## src/rtl/vn_pkg.sv

```systemverilog
// Shared types and constants for the vector normalizer.
// No dependencies; every other file refers to it by scoped names.
package vn_pkg;

	localparam int unsigned LANES       = 3;
	localparam int unsigned COMP_W      = 32;
	localparam int unsigned SQ_W        = 63;
	localparam int unsigned LEN_W       = 64;
	localparam int unsigned THR_W       = 32;
	localparam int unsigned QUOT_W      = 63;
	localparam int unsigned ROOT_W      = 32;
	localparam int unsigned UNIT_W      = 32;
	localparam int unsigned QUEUE_DEPTH = 4;
	localparam logic [THR_W-1:0] THR_RESET = 32'd43;

	// One classified vector, handed from the front to the back.
	typedef struct packed {
		logic [LANES-1:0][SQ_W-1:0] sq;
		logic [LANES-1:0]           neg;
		logic [LEN_W-1:0]           len2;
		logic                       degen;
	} vn_item_t;

endpackage

```

## src/rtl/vn_queue.sv

```systemverilog
// Short queue between the front and the back end.
// Depends on vn_pkg for the item type.
module vn_queue #(
	parameter int unsigned DEPTH = vn_pkg::QUEUE_DEPTH
) (
	input  logic             clk,
	input  logic             arst_n,
	input  logic             push_valid,
	output logic             push_ready,
	input  vn_pkg::vn_item_t push_item,
	output logic             pop_valid,
	input  logic             pop_ready,
	output vn_pkg::vn_item_t pop_item
);

	localparam int unsigned PTR_W = (DEPTH > 1) ? $clog2(DEPTH) : 1;
	localparam int unsigned CNT_W = $clog2(DEPTH + 1);

	vn_pkg::vn_item_t   mem_q [DEPTH];
	logic [PTR_W-1:0]   wr_ptr_q, rd_ptr_q;
	logic [CNT_W-1:0]   count_q;
	logic               push, pop;

	assign push_ready = (count_q != CNT_W'(DEPTH));
	assign pop_valid  = (count_q != '0);
	assign push       = push_valid && push_ready;
	assign pop        = pop_valid && pop_ready;
	assign pop_item   = mem_q[rd_ptr_q];

	always_ff @(posedge clk or negedge arst_n) begin
		if (!arst_n) begin
			wr_ptr_q <= '0;
			rd_ptr_q <= '0;
			count_q  <= '0;
		end else begin
			if (push) begin
				wr_ptr_q <= (wr_ptr_q == PTR_W'(DEPTH - 1)) ? '0 : wr_ptr_q + 1'b1;
			end
			if (pop) begin
				rd_ptr_q <= (rd_ptr_q == PTR_W'(DEPTH - 1)) ? '0 : rd_ptr_q + 1'b1;
			end
			if (push && !pop) begin
				count_q <= count_q + 1'b1;
			end else if (pop && !push) begin
				count_q <= count_q - 1'b1;
			end
		end
	end

	always_ff @(posedge clk) begin
		if (push) begin
			mem_q[wr_ptr_q] <= push_item;
		end
	end

endmodule

```

## config.mk

```make
export PLATFORM = sky130hd
export DESIGN_NAME = vn_queue
export DESIGN_NICKNAME = d
export VERILOG_FILES = /design/src/rtl/vn_pkg.sv /design/src/rtl/vn_queue.sv
export SDC_FILE = /design/constraint.sdc
export NUM_CORES = 1
export LEC_CHECK = 0
export BUFFER_PORTS_ARGS = -buffer_cell sky130_fd_sc_hd__buf_2
export CAP_MARGIN = 20
export CORE_ASPECT_RATIO = 1.25
export CORE_UTILIZATION = 45
export CTS_CLUSTER_DIAMETER = 30
export DETAILED_ROUTE_END_ITERATION = 8
export PLACE_DENSITY = 0.67
export SLEW_MARGIN = 25
export SYNTH_ARGS = -nofsm -noshare
export SYNTH_HDL_FRONTEND = slang
export SYNTH_SLANG_ARGS = --single-unit
export TNS_END_PERCENT = 100
```

## constraint.sdc

```tcl
create_clock -name clk -period 7.6 [get_ports clk]
set_input_delay 1.52 -clock clk [delete_from_list [all_inputs] [get_ports clk]]
set_output_delay 1.52 -clock clk [all_outputs]
set_load 0.05 [all_outputs]
```

## Word level (Yosys, flattened, before mapping)

Memories as Yosys holds them, arrays and structs flattened.
Index checks and enable logic that the tools add are counted.

- Flip-flop bits (word level): 7
- Latch bits: 0
- Memory bits (writable): 1028
- ROM bits: 0
- Bits of input ports: 261
- Output and inout port bits: 259
- Logic and storage cells: 25
- Memories: 1

Memory list:

| name | depth | bits a word | read ports | clocked after memory_dff | write ports | RTL line | source |
|---|---|---|---|---|---|---|---|
| mem_q | 4 | 257 | 1 | 0 | 1 | vn_queue.sv:19 | `vn_pkg::vn_item_t mem_q [DEPTH];` |

- $add $sub $neg: 4
- Multiply operators: 0
- Divide/modulo/power cells: 0
- Order comparisons: 0
- Eq/ne operators: 3
- Shift operators: 0
- Mux-type cells: 6
- Bitwise operators: 0
- Reductions and logical operators: 8

Operator list:

| operator | number |
|---|---|
| two-way mux 3 bit | 2 |
| adder 2 x 1 -> 2 bit, second input constant | 2 |
| == test 2 bit, second input constant | 2 |
| logical AND 1 bit | 4 |
| two-way mux 2 bit | 2 |
| adder 3 x 1 -> 3 bit, second input constant | 1 |
| != test 3 bit, second input constant | 1 |
| nonzero test 3 bit | 1 |
| subtractor 3 x 1 -> 3 bit, second input constant | 1 |
| logical NOT 1 bit | 2 |
| two-way mux 1 bit | 2 |
| nonzero test 2 bit | 1 |

## Longest topological paths before layout

- Word-level depth: 6
- Mapped depth: 8
- Gate-level depth less buffers: 8

## Worst setup path before layout

OpenSTA, ideal clock, no wires.

- Kind: input -> register
- Start: input port push_valid
- End: memory mem_q[3][0] in the netlist's numbering, enable pin
- Setup time: 652 ps
- Arrival: 7424 ps
- Setup slack: -476 ps
- Stages on the path: 1
- Path through: and3_1

- Word-level cells in the longest chain between the ends: 3

Ends and longest elaborated chain:

| element | RTL line | source |
|---|---|---|
| start: declaration | vn_queue.sv:8 | `input logic push_valid,` |
| logical AND 1 bit | vn_queue.sv:26 | `assign push = push_valid && push_ready;` |
| two-way mux 1 bit | vn_queue.sv:51 | `if (push) begin` |
| two-way mux 1 bit (implied by the code) | vn_queue.sv:52 | `mem_q[wr_ptr_q] <= push_item;` |
| end: declaration | vn_queue.sv:19 |  |

Every way passes these cells.

==> results by stage <==
Global route:
- The overall fraction of global-route tracks in use is 18.1%.
- The via count of the first global-routing pass is 18.3k.
- Entering global routing, the biggest net connects 137 pins.
- The number of antenna violations at the first check in global routing came to 32.
- The wire length of the first global-routing pass is 113000 um.
- The global-route congestion overflow total is 0.

Drt:
- The met3 layer wire length in the routed design is 7280 um.
- The highest layer used for signal routing is met5.
- Before antenna repair, the detailed router went through 5 iterations.
- The number of DRC violations after detailed-routing iteration 0 is 1355.
- After detailed routing, the wire length on met1 is 29000 um.
- The routed design has 76300 um of wire.
- The mean routed wirelength per cell is 23.7 um.
- Detailed routing placed a total of 38000 um of wire on met2.
- The number of nets with antenna violations after detailed routing is 0.
- The number of remaining DRC errors is 0.
- After detailed routing, the number of vias per cell comes to 5.32.
- The total via count after detailed routing is 17.1k.

Synthesis:
- Synthesis produced a netlist whose cell count is 1379.
- After synthesis, the mean cell area works out to 27.2 um2.
- The number of nets in the synthesized netlist is 1647.
- By area, the combinational part of the netlist is dominated by multiplexers.
- Summing the areas of all fa, ha and maj instances in the mapped netlist gives 0.253% of the synthesized area.
- The synthesized netlist devotes 0.0700% of its cell area to XOR and XNOR gates.
- The summed instance area of the synthesized netlist is 0.0375 mm2.
- The sequential area share after synthesis is 82.7%.
- The post-synthesis compound-gate area fraction is 0%.
- The number of different library cells used by synthesis comes to 20.
- The Yosys step of the flow raised 0 warnings.
- After synthesis, the share of cell area in mux cells is 15.6%.
- After Yosys synthesis, and, or, nand and nor cells account for 0.177% of the synthesized area.
- The synthesized design contains 1035 register bits.

Layout:
- The signed area change from the synthesized netlist to the final layout is 23.4%.
- For this run, the post-layout net count is 2277.
- In the layout the commonest cells are 1028 x sky130_fd_sc_hd__edfxtp_1, 519 x sky130_fd_sc_hd__buf_2, 257 x sky130_fd_sc_hd__mux4_2.
- For this run, the number of standard cells in the final layout without fillers is 3219.
- The fraction of layout cells with a size suffix above 1 is 49.0%.
- The library cell used most frequently in the layout, excluding fill and tap cells, is sky130_fd_sc_hd__edfxtp_1.

STA:
- Setup violations remaining at the end of the flow were counted as 0.
- The number of max-slew violations in the final report is 0.
- The final number of hold-violating endpoints is 0.
- The final critical-path setup slack is 2670 ps.
- On the final layout, the worst clock skew is 26.8 ps.
- The time the worst path needs with I/O delays and setup is 4930 ps.
- Summed over all failing endpoints, the final setup total negative slack is 0 ps.
- The final critical path takes up 64.9% of the cycle.
- Setup repair after global routing left no endpoint under its margin.
- Timing would allow up to 0.203 GHz.
- At the pin with the least slew margin, the transition time is 1170 ps.
- Headroom to the max-slew limit came out at 21.8%.

Critical path:
- The data arrival time of the critical path is 3410 ps.
- The slowest stage of the critical path belongs to the cell sky130_fd_sc_hd__dfrtp_4.
- In this run the worst path has a maximum fanout of 94.
- The cell depth of the worst flop-to-flop path is 4.
- The critical path ends at pop_item[76].
- In this design, the stage delay of the slowest critical-path cell is 970 ps.
- In this design, the largest share of critical-path delay is due to flip-flops.
- The setup path with the least slack is of type register to primary output.
- The nature of the critical path endpoint is a primary output.
- The critical path contains buffers and inverters numbering 2 combined.
- In this run the critical register-to-register path is launched from wr_ptr_q[0]$_DFFE_PN0P_.
- The worst register-to-register path has a setup slack of 4800 ps.
- The startpoint kind of the worst setup timing path is a register.
- The data required time at the worst endpoint is 6080 ps.
- The worst setup path startpoint is rd_ptr_q[0]$_DFFE_PN0P_.
- The number of gates on the worst path with buffers counted is 3.
- The signal on the critical path passes through buf_12, mux4_2, buf_2.
- The endpoint identified for the worst register-to-register timing path is mem_q[2][145]$_DFFE_PP_.

Floorplan:
- The floorplan step defined a die boundary enclosing 0.0846 mm2.
- The die width is 260 um.
- The chip height is 325 um.
- The area inside the core boundary is 0.0827 mm2.
- The number of I/O pins is 520.
- The initial utilization of the core area, before any placement, comes to 45.4%.
- The number of rows created at floorplan is 118.

Placed design:
- Detailed placement finished with a half-perimeter wire length of 45400 um.
- Input and output buffers added on the ports amount to 519.
- After detailed placement, the design holds a cell count of 2938.
- The congestion estimate from routability-driven global placement came to 0.750.
- The minimum setup slack after placement is 3340 ps.

CTS:
- The number of buffers inserted by post-CTS setup repair is 0.
- The clock slew seen by the registers of the worst setup and hold paths is 50 ps.
- The total clock buffers created by CTS is 148.
- For the worst-skew pair, the clock arrives at the later sink with an insertion delay of 720 ps.
- Once the clock tree was built, the resizer swapped 0 gates to a different size.
- In this run, post-CTS hold repair placed 0 buffers.
- The TritonCTS clock tree is built.
- The H-tree was split into 4 levels.
- The number of clock sinks is 1035.
- The maximum root-to-sink buffer count is 3.
- The clock root buffer master is sky130_fd_sc_hd__clkbuf_16.

Min path:
- The classification of the worst-slack hold path is register to register.

Job:
- The number of maximum-capacitance violations is 0.

Power:
- The maximum VDD drop is 0.336 mV.
- After layout, the design draws a total of 22.4 mW.
- For this design the ratio of total power to cell area is 483 mW/mm2.
- Summed over all cells, the static leakage comes to 15.8 nW.

Run status:
- The flow ran to the end, and the final reports show no timing, DRC or antenna violations.
-- power by group --
part / leakage [nW] / switching (mW) / internal (mW)
clock network: 2.37 / 2.57 / 4.11
logic: 3.92 / 5.57 / 2.23
registers: 9.50 / 0.348 / 7.55
-- synth_stat cells (all sizes together) --
master,n,area [um2]
and2,1,8.76
and3,4,25.0
buf,54,432
clkbuf,4,15.0
dfrtp,7,175
edfxtp,1028,30900
fa,1,20.0
ha,6,75.1
inv,3,11.3
mux2,5,63.8
mux4,257,5790
nand2,1,3.75
nor2,3,11.3
or3,1,6.26
or3b,1,11.3
xnor2,1,8.76
xor2,2,17.5
-- metrics by stage --
stage,hold slack (ps),area (um2),utilization (%)
2_1_floorplan,447,37500,-
3_3_place_gp,464,41300,49.9
3_5_place_dp,492,41300,49.9
4_1_cts,502,46300,56.0
5_1_grt,516,46300,56.0
6_report,495,46300,56.0
-- worst min path at each step --
stage                                start                     end  slack (ps)  cells after the start
floorplan           count_q[2]$_DFFE_PN0P_  count_q[2]$_DFFE_PN0P_         450                      1
global placement    count_q[2]$_DFFE_PN0P_  count_q[2]$_DFFE_PN0P_         460                      1
detailed placement  count_q[2]$_DFFE_PN0P_  count_q[2]$_DFFE_PN0P_         490                      1
CTS                 count_q[2]$_DFFE_PN0P_  count_q[2]$_DFFE_PN0P_         500                      1
global route        count_q[2]$_DFFE_PN0P_  count_q[2]$_DFFE_PN0P_         520                      1
finish              count_q[2]$_DFFE_PN0P_  count_q[2]$_DFFE_PN0P_         500                      1
-- final cells by class --
type / count / area, um2
Multi-Input combinational cell: 283 / 6060
Sequential cell: 1035 / 31100
Clock buffer: 165 / 3850
Fill cell: 6083 / 36400
Tap cell: 1080 / 1350
Clock inverter: 109 / 1140
Timing Repair Buffer: 538 / 2840
Inverter: 3 / 11.3
Antenna cell: 6 / 15.0
-- routing by layer --
| metal | vias to the layer above | global-route usage (%) |
|---|---|---|
| li1 | 7360 | - |
| met1 | 8909 | 22.2 |
| met2 | 641 | 29.1 |
| met3 | 175 | 7.36 |
| met4 | 50 | 6.43 |
| met5 | - | 0 |
-- state kept, by name, indices dropped and copies added (netlist names) --
| name | count |
|---|---|
| wr_ptr_q | 2 |
| count_q | 3 |
| mem_q | 1028 |
| rd_ptr_q | 2 |
-- kinds of logic after synthesis --
kind of cell | after synthesis
adders and majority gates | 7
and+or+nand+nor | 11
xor gates and xnor gates | 3
muxes | 262
buffers and inverters | 61
DFF | 1035
No activity file was read; power rests on OpenSTA's default activity.
